<file path="config.mk">
export PLATFORM = sky130hd
export DESIGN_NAME = palette_color_blend_flat
export DESIGN_NICKNAME = d
export VERILOG_FILES = /design/src/sv/pcb_pkg.sv /design/src/sv/pcb_if.sv /design/src/sv/palette_color_blend.sv /design/src/sv/pcb_ram.sv /design/src/flat_wrapper.sv
export SDC_FILE = /design/constraint.sdc
export NUM_CORES = 2
export LEC_CHECK = 0
export ABC_CLOCK_PERIOD_IN_PS = 13100
export BUFFER_PORTS_ARGS = -buffer_cell sky130_fd_sc_hd__buf_2
export CAP_MARGIN = 20
export CORE_MARGIN = 2
export CORE_UTILIZATION = 60
export DETAILED_ROUTE_END_ITERATION = 7
export PLACE_DENSITY_LB_ADDON = 0.12
export SYNTH_ARGS = -nofsm -noshare
export SYNTH_HDL_FRONTEND = slang
export SYNTH_HIERARCHICAL = 1
export SYNTH_SLANG_ARGS = --single-unit
</file>
<file path="constraint.sdc">
create_clock -name clk -period 13.1 [get_ports clk]
set_input_delay 1.965 -clock clk [delete_from_list [all_inputs] [get_ports clk]]
set_output_delay 1.965 -clock clk [all_outputs]
set_load 0.005 [all_outputs]
</file>
<file path="src/sv/pcb_pkg.sv">
package pcb_pkg;

  // Palette geometry.
  localparam int TABLE_ENTRIES = 16;
  localparam int SLOT_W        = $clog2(TABLE_ENTRIES);
  localparam int CHAN_W        = 8;
  localparam int CHANNELS      = 3;
  localparam int COLOR_W       = CHAN_W * CHANNELS;
  localparam int INDEX_W       = 16;

  // Brightness that passes a colour unchanged.
  localparam logic [CHAN_W-1:0] BRIGHT_FULL = 8'hFF;
  localparam logic [CHAN_W-1:0] BRIGHT_OFF  = 8'h00;

  typedef logic [CHAN_W-1:0]   chan_t;
  typedef logic [COLOR_W-1:0]  color_t;
  typedef logic [SLOT_W-1:0]   slot_t;
  typedef logic [INDEX_W-1:0]  index_t;
  typedef logic [2*CHAN_W-1:0] prod_t;

  // Item codes carried on the mode field.
  typedef enum logic [1:0] {
    MODE_WRITE  = 2'd0,
    MODE_LOOK8  = 2'd1,
    MODE_LOOK16 = 2'd2,
    MODE_NONE   = 2'd3
  } mode_t;

endpackage

</file>
<file path="src/sv/pcb_if.sv">
// Input channel: table writes and palette lookups.
interface pcb_in_if;
  import pcb_pkg::*;

  logic   valid;
  logic   ready;
  mode_t  mode;
  index_t index;
  slot_t  entry_slot;
  color_t entry_color;

  modport source (output valid, output mode, output index, output entry_slot,
                  output entry_color, input ready);
  modport sink   (input valid, input mode, input index, input entry_slot,
                  input entry_color, output ready);
endinterface

// Output channel: one blended colour per lookup.
interface pcb_out_if;
  import pcb_pkg::*;

  logic   valid;
  logic   ready;
  color_t color;

  modport source (output valid, output color, input ready);
  modport sink   (input valid, input color, output ready);
endinterface

</file>
<file path="src/sv/palette_color_blend.sv">
// Channel     Role    Beat contents
// ----------  ------  -----------------------------------------------
// pix_in      sink    mode, index, entry_slot, entry_color
// pix_out     source  color (red 23..16, green 15..8, blue 7..0)
// cfg_we/wd   write   brightness (8 bits)
//
// Five register stages: table read, blend products, blend sum, brightness
// product, output register. A lookup's colour is offered from the output register;
// one beat is accepted every cycle while the output is taken.
// A stall on pix_out freezes all stages together, so nothing is lost or repeated.
// Reset (rst, synchronous) clears the stage valid bits and the table entry
// valid bits, and sets brightness to full scale. Write beats give no result.
module palette_color_blend (
  input  logic            clk,
  input  logic            rst,
  pcb_in_if.sink          pix_in,
  pcb_out_if.source       pix_out,
  input  logic            cfg_we,
  input  pcb_pkg::chan_t  cfg_wdata
);
  import pcb_pkg::*;

  // Brightness register.
  chan_t brightness;

  always_ff @(posedge clk) begin
    if (rst) begin
      brightness <= BRIGHT_FULL;
    end else if (cfg_we) begin
      brightness <= cfg_wdata;
    end
  end

  // Pipeline advance: all stages move together when the output is free.
  logic adv;
  logic s1_vld, s2_vld, s3_vld, s4_vld, s5_vld;

  assign adv          = !s5_vld || pix_out.ready;
  assign pix_in.ready = adv;

  logic acc;
  logic is_lookup;
  logic wr_en;

  assign acc       = pix_in.valid && pix_in.ready;
  assign is_lookup = (pix_in.mode == MODE_LOOK8) || (pix_in.mode == MODE_LOOK16);
  assign wr_en     = acc && (pix_in.mode == MODE_WRITE);

  // Index decode into entry and blend weight.
  slot_t slot_cur, slot_nxt;
  chan_t weight_in;

  always_comb begin
    if (pix_in.mode == MODE_LOOK16) begin
      slot_cur  = pix_in.index[15:12];
      weight_in = pix_in.index[11:4];
    end else begin
      slot_cur  = pix_in.index[7:4];
      weight_in = {pix_in.index[3:0], 4'b0000};
    end
    slot_nxt = slot_cur + slot_t'(1);
  end

  // Table entry valid bits: an entry never written reads as black.
  logic [TABLE_ENTRIES-1:0] entry_vld;

  always_ff @(posedge clk) begin
    if (rst) begin
      entry_vld <= '0;
    end else if (wr_en) begin
      entry_vld[pix_in.entry_slot] <= 1'b1;
    end
  end

  color_t rd_cur, rd_nxt;

  pcb_ram #(
    .WIDTH (COLOR_W),
    .DEPTH (TABLE_ENTRIES)
  ) u_table (
    .clk     (clk),
    .we      (wr_en),
    .waddr   (pix_in.entry_slot),
    .wdata   (pix_in.entry_color),
    .re      (adv),
    .raddr_a (slot_cur),
    .raddr_b (slot_nxt),
    .rdata_a (rd_cur),
    .rdata_b (rd_nxt)
  );

  // Stage 1: table read data with its entry valid bits and the weight.
  logic  s1_cur_vld, s1_nxt_vld;
  chan_t s1_weight;

  always_ff @(posedge clk) begin
    if (rst) begin
      s1_vld <= 1'b0;
    end else if (adv) begin
      s1_vld <= acc && is_lookup;
    end
    if (adv) begin
      s1_cur_vld <= entry_vld[slot_cur];
      s1_nxt_vld <= entry_vld[slot_nxt];
      s1_weight  <= weight_in;
    end
  end

  color_t s1_cur, s1_nxt;

  assign s1_cur = s1_cur_vld ? rd_cur : '0;
  assign s1_nxt = s1_nxt_vld ? rd_nxt : '0;

  // Stage 2: per-channel blend products.
  prod_t [CHANNELS-1:0] s2_prod_c, s2_prod_n;
  chan_t [CHANNELS-1:0] s2_chan;
  logic                 s2_no_blend;
  chan_t                inv_weight;

  assign inv_weight = BRIGHT_FULL - s1_weight;

  always_ff @(posedge clk) begin
    if (rst) begin
      s2_vld <= 1'b0;
    end else if (adv) begin
      s2_vld <= s1_vld;
    end
    if (adv) begin
      for (int ch = 0; ch < CHANNELS; ch++) begin
        s2_prod_c[ch] <= s1_cur[ch*CHAN_W +: CHAN_W] * inv_weight;
        s2_prod_n[ch] <= s1_nxt[ch*CHAN_W +: CHAN_W] * s1_weight;
        s2_chan[ch]   <= s1_cur[ch*CHAN_W +: CHAN_W];
      end
      s2_no_blend <= (s1_weight == '0);
    end
  end

  // Stage 3: blend sum, or the entry itself when the weight is zero.
  chan_t [CHANNELS-1:0] s3_chan;

  always_ff @(posedge clk) begin
    if (rst) begin
      s3_vld <= 1'b0;
    end else if (adv) begin
      s3_vld <= s2_vld;
    end
    if (adv) begin
      for (int ch = 0; ch < CHANNELS; ch++) begin
        if (s2_no_blend) begin
          s3_chan[ch] <= s2_chan[ch];
        end else begin
          s3_chan[ch] <= s2_prod_c[ch][2*CHAN_W-1:CHAN_W]
                       + s2_prod_n[ch][2*CHAN_W-1:CHAN_W];
        end
      end
    end
  end

  // Stage 4: brightness product per channel.
  logic [CHAN_W:0]              bright_p1;
  logic [2*CHAN_W:0]            s4_prod [CHANNELS];
  chan_t [CHANNELS-1:0]         s4_chan;

  assign bright_p1 = {1'b0, brightness} + (CHAN_W+1)'(1);

  always_ff @(posedge clk) begin
    if (rst) begin
      s4_vld <= 1'b0;
    end else if (adv) begin
      s4_vld <= s3_vld;
    end
    if (adv) begin
      for (int ch = 0; ch < CHANNELS; ch++) begin
        s4_prod[ch] <= {1'b0, s3_chan[ch]} * bright_p1;
        s4_chan[ch] <= s3_chan[ch];
      end
    end
  end

  // Stage 5: brightness selection into the output register.
  color_t s5_color;

  always_ff @(posedge clk) begin
    if (rst) begin
      s5_vld <= 1'b0;
    end else if (adv) begin
      s5_vld <= s4_vld;
    end
    if (adv) begin
      for (int ch = 0; ch < CHANNELS; ch++) begin
        if (brightness == BRIGHT_FULL) begin
          s5_color[ch*CHAN_W +: CHAN_W] <= s4_chan[ch];
        end else if (brightness == BRIGHT_OFF || s4_chan[ch] == '0) begin
          s5_color[ch*CHAN_W +: CHAN_W] <= '0;
        end else begin
          s5_color[ch*CHAN_W +: CHAN_W] <= s4_prod[ch][2*CHAN_W-1:CHAN_W] + chan_t'(1);
        end
      end
    end
  end

  assign pix_out.valid = s5_vld;
  assign pix_out.color = s5_color;

`ifndef SYNTHESIS
  // An accepted beat enters stage 1 exactly when it is a lookup.
  a_lookup_enters: assert property (@(posedge clk) disable iff (rst)
    acc |=> (s1_vld == $past(is_lookup)))
    else $error("stage 1 valid does not follow the accepted beat");

  // A stall freezes every stage valid bit.
  a_stall_holds: assert property (@(posedge clk) disable iff (rst)
    !adv |=> $stable({s1_vld, s2_vld, s3_vld, s4_vld, s5_vld}))
    else $error("pipeline moved during a stall");

  // Nothing is offered in the cycle after reset.
  a_reset_empty: assert property (@(posedge clk)
    rst |=> !pix_out.valid)
    else $error("output valid right after reset");

  // A written entry is marked valid in the next cycle.
  a_entry_marked: assert property (@(posedge clk) disable iff (rst)
    wr_en |=> entry_vld[$past(pix_in.entry_slot)])
    else $error("written table entry not marked valid");
`endif

endmodule

</file>
<file path="src/sv/pcb_ram.sv">
module pcb_ram #(
  parameter int WIDTH = 24,
  parameter int DEPTH = 16
) (
  input  logic                     clk,
  input  logic                     we,
  input  logic [$clog2(DEPTH)-1:0] waddr,
  input  logic [WIDTH-1:0]         wdata,
  input  logic                     re,
  input  logic [$clog2(DEPTH)-1:0] raddr_a,
  input  logic [$clog2(DEPTH)-1:0] raddr_b,
  output logic [WIDTH-1:0]         rdata_a,
  output logic [WIDTH-1:0]         rdata_b
);

  logic [WIDTH-1:0] mem [DEPTH];

  // One write port and two registered read ports; read data holds while re is low.
  always_ff @(posedge clk) begin
    if (we) begin
      mem[waddr] <= wdata;
    end
    if (re) begin
      rdata_a <= mem[raddr_a];
      rdata_b <= mem[raddr_b];
    end
  end

endmodule

</file>
<file path="src/flat_wrapper.sv">
// flat-port wrapper written by rule: the top's interface ports become plain ports
module palette_color_blend_flat import pcb_pkg::*;
  (clk, rst, cfg_we, cfg_wdata, pix_in_valid, pix_in_mode, pix_in_index, pix_in_entry_slot, pix_in_entry_color, pix_in_ready, pix_out_valid, pix_out_color, pix_out_ready);
  pcb_in_if pix_in_i ();
  pcb_out_if pix_out_i ();
  input  logic clk;
  input  logic rst;
  input  logic cfg_we;
  input  pcb_pkg::chan_t cfg_wdata;
  input wire logic [$bits(pix_in_i.valid)-1:0] pix_in_valid;
  input wire logic [$bits(pix_in_i.mode)-1:0] pix_in_mode;
  input wire logic [$bits(pix_in_i.index)-1:0] pix_in_index;
  input wire logic [$bits(pix_in_i.entry_slot)-1:0] pix_in_entry_slot;
  input wire logic [$bits(pix_in_i.entry_color)-1:0] pix_in_entry_color;
  output wire logic [$bits(pix_in_i.ready)-1:0] pix_in_ready;
  output wire logic [$bits(pix_out_i.valid)-1:0] pix_out_valid;
  output wire logic [$bits(pix_out_i.color)-1:0] pix_out_color;
  input wire logic [$bits(pix_out_i.ready)-1:0] pix_out_ready;
  assign pix_in_i.valid = pix_in_valid;
  assign pix_in_i.mode = pix_in_mode;
  assign pix_in_i.index = pix_in_index;
  assign pix_in_i.entry_slot = pix_in_entry_slot;
  assign pix_in_i.entry_color = pix_in_entry_color;
  assign pix_in_ready = pix_in_i.ready;
  assign pix_out_valid = pix_out_i.valid;
  assign pix_out_color = pix_out_i.color;
  assign pix_out_i.ready = pix_out_ready;
  palette_color_blend u_core (.clk(clk), .rst(rst), .pix_in(pix_in_i), .pix_out(pix_out_i), .cfg_we(cfg_we), .cfg_wdata(cfg_wdata));
endmodule
</file>
==> impl_metrics.py <==
metrics = {
    "status": {
        "status": "complete, no violations",
    },
    "global_routing": {
        "grt_first_pass_wirelength_um": 168000,
        "grt_overflow": 0,
        "grt_max_degree": 172,
        "antenna_found_initial": 5,
        "gr-usage-all-layers": 0.281,
        "grt_pass1_vias": 30759,
    },
    "die": {
        "die_w_um": 279,
        "ios": 85,
        "initial_utilization": 0.607,
        "dieArea_um2": 77700,
        "core_um2": 74600,
        "fp.dieH_um": 279,
        "num_rows": 100,
    },
    "sta": {
        "slew_viol_final": 0,
        "hold_viol": 0,
        "worst_pin_slew_ns": 1.12,
        "final.setup_skew_ns": 0.0256,
        "setup_tns_ns": 0,
        "finalCriticalPeriod_ns": 6.65,
        "fmax_mhz": 150,
        "setup_violations": 0,
        "slew_headroom": 0.250,
        "period_share": 0.508,
        "grt_setup_unrepaired": "no",
    },
    "drt": {
        "wl_um": 106000,
        "drc": 0,
        "first_pass_iters": 7,
        "drt_iter0_drc": 2254,
        "num_vias": 28752,
        "antenna_left": 0,
        "routedWlPerCell_um": 22.7,
        "vias_per_cell": 6.14,
    },
    "placement": {
        "place.gp.congestion": 0.849,
        "dp_cells": 4555,
        "hpwlAfterDp_um": 69400,
        "portBuffers": 84,
    },
    "hold_path": {
        "hold_path_class": "reg -> reg",
        "hold_depth": 2,
        "min_to": "u_core/pix_out.valid",
        "hp-start": "u_core/s4_vld",
    },
    "clocking": {
        "cts_hold_buf": 0,
        "post-cts-setup-buffers": 0,
        "clkTransAtPathRegs_ns": 0.06,
        "cts_buffers": 70,
        "clk_latency_ns": 0.64,
        "htreeDepth": 3,
        "cts-resized-gates": 0,
        "cts_root_buf": "clkbuf_16",
        "clk_path_buf_depth": 3,
        "cts_tree": "built",
        "cts.sinks": 640,
    },
    "synth": {
        "async_reset_ff_frac": 0,
        "syn_inst": 3624,
        "synth.most_common_cell": "edfxtp_1",
        "synth_warnings": 6,
        "syn-cell-area_um2": 45300,
        "synthTopCellsByCount": "edfxtp_1 (611), inv_1 (509), fa_1 (333)",
        "synth_largest_area_cell": "edfxtp_1",
        "ys_ff_latch": 640,
        "ys_seq_area_frac": 0.418,
        "synth_area_leaders": "edfxtp_1 (41%), fa_1 (15%), mux4_2 (9.7%)",
        "synth_area_per_cell_um2": 12.5,
        "synth.distinct_cells": 78,
        "synth_top_area_share": 0.405,
        "ys.flop_type": "edfxtp_1",
        "syn_nets": 4339,
        "synth_edf_count": 611,
    },
    "worst_setup_path": {
        "crit_arrival_ns": 7.02,
        "worst-setup-path-type": "reg -> reg",
        "r2r-start": "u_core/brightness[0]",
        "start_kind": "register",
        "reg2reg_to": "u_core/s4_prod[0][49]",
        "crit_required_ns": 13.47,
        "r2r_setup_slack_ns": 6.45,
        "reg2regPathDepth": 18,
        "end_kind": "register",
        "critical_path_peak_fanout": 22,
    },
    "job": {
        "drv_cap": 0,
    },
    "layout": {
        "layout.area.seq_um2": 18900,
        "fillCellCount": 5438,
        "synthToLayoutAreaGrowth_pct": 8.19,
        "fin_cells": 4682,
        "drive_above_1_share": 0.140,
        "multi_input_area_um2": 23900,
        "nets": 4373,
    },
    "power_and_ir_drop": {
        "powerDensity_nw_per_um2": 146,
        "power.leakage_uw": 0.0219,
        "ir_drop_mv": 0.144,
    },
}
## critical path: stages, from the launching register on
cell	delay (ns)
dfxtp_1	0.83
inv_1	0.28
nor3_1	0.37
and3_1	0.28
xor2_2	0.78
and2_1	0.27
fa_1	0.42
fa_1	0.50
fa_1	0.49
inv_1	0.04
fa_1	0.47
inv_1	0.04
ha_1	0.34
and3_1	0.18
o211ai_1	0.10
o22ai_1	0.31
o41a_1	0.26
nor4_1	0.09
a311o_1	0.32
## through the flow
| step | util | worst slack (ns) | area (um2) | total power (uW) | hold WS [ns] |
|---|---|---|---|---|---|
| 6_report | 0.657 | 6.45 | 49000 | 7130 | 0.474 |
| 5_1_grt | 0.657 | 6.07 | 49000 | 7630 | 0.497 |
| 4_1_cts | 0.657 | 6.50 | 49000 | 7190 | 0.481 |
| 3_5_place_dp | 0.626 | 6.53 | 46700 | 5190 | 0.466 |
| 3_3_place_gp | 0.626 | 6.78 | 46700 | 5110 | 0.454 |
| 2_1_floorplan | - | 0.982 | 45300 | 4490 | 0.424 |
## sequential cells by signal, indices dropped and copies added, names as in the netlist
name	cells
u_core/s2_no_blend	1
u_core/s1_cur_vld	1
u_core/s2_prod_n	24
u_core/s3_vld	1
u_core/s2_chan	24
u_core/s4_prod	24
u_core/s1_vld	1
u_core/s2_vld	1
u_core/pix_out.valid	1
u_core/brightness	8
u_core/s1_weight	8
u_core/u_table/rdata_a	24
u_core/u_table/rdata_b	24
u_core/s3_chan	24
u_core/entry_vld	16
u_core/s4_chan	24
u_core/pix_out.color	24
u_core/u_table/mem	384
u_core/s2_prod_c	24
u_core/s4_vld	1
u_core/s1_nxt_vld	1
## layout make-up
type | instances | area share
clock buffer | 90 | 0.0384
clock inverter | 36 | 0.00886
multi-input combinational | 2310 | 0.487
tap | 969 | 0.0247
timing repair buffer | 127 | 0.0154
antenna | 1 | 0.0000511
inverter | 509 | 0.0391
sequential | 640 | 0.386
## kinds of logic (layout without fill, tap and decap cells)
family          count (synthesis)  count (layout)  synth area share
simple gates                  961             961             0.107
fa+ha+maj                     656             656             0.236
mux                           229             229             0.105
flops                         640             640             0.418
xor+xnor                      106             106            0.0209
other cells                     0               1                 0
buf+inv                       674             762            0.0584
compound gates                358             358            0.0539
## report_power, final
part | switching, uW | leakage (uW) | internal (uW)
registers | 232 | 0.00631 | 2530
clock network | 845 | 0.00112 | 1120
logic | 1360 | 0.0144 | 1040
## worst max path at each step
stage,slack (ns),endpoint,start,depth (start not counted)
final,6.45,u_core/s4_prod[0][49],u_core/brightness[0],18
after global routing,6.07,u_core/s4_prod[0][49],u_core/brightness[0],18
after CTS,6.50,u_core/s4_prod[0][49],u_core/brightness[0],18
after detailed placement,6.53,u_core/s4_prod[0][49],u_core/brightness[0],18
after global placement,6.78,u_core/u_table/rdata_b[9],pix_in_mode[0],12
after floorplan,0.98,u_core/u_table/mem[0][0],pix_out_ready,6
## layout by cell type (no fill, tap or decap), types with 13 or more instances in the layout
cell type,instances
a22oi_1,96
buf_4,42
clkinv_2,13
mux2i_1,24
ha_1,322
inv_1,507
buf_2,84
nand2b_1,13
nor2_1,218
nor3_1,24
o21ai_0,74
and2_1,136
nand2_1,207
and3_1,159
clkbuf_1,16
o31ai_1,13
fa_1,333
a21o_1,18
xor2_1,43
xnor2_1,60
mux4_2,196
nand3_1,59
nor2b_1,23
nor4_1,16
dfxtp_1,29
or2_2,46
clkbuf_16,72
a21oi_1,51
edfxtp_1,611
o21a_1,24
## per-layer routing
| metal | up-vias | track usage | share of wire |
|---|---|---|---|
| met3 | 267 | 0.0455 | 0.069 |
| li1 | 12838 | - | - |
| met2 | 1072 | 0.497 | 0.51 |
| met4 | 6 | 0.108 | 0.038 |
| met1 | 14569 | 0.347 | 0.38 |
| met5 | - | 0 | 0.00041 |
(Power assumes the default switching activity.)
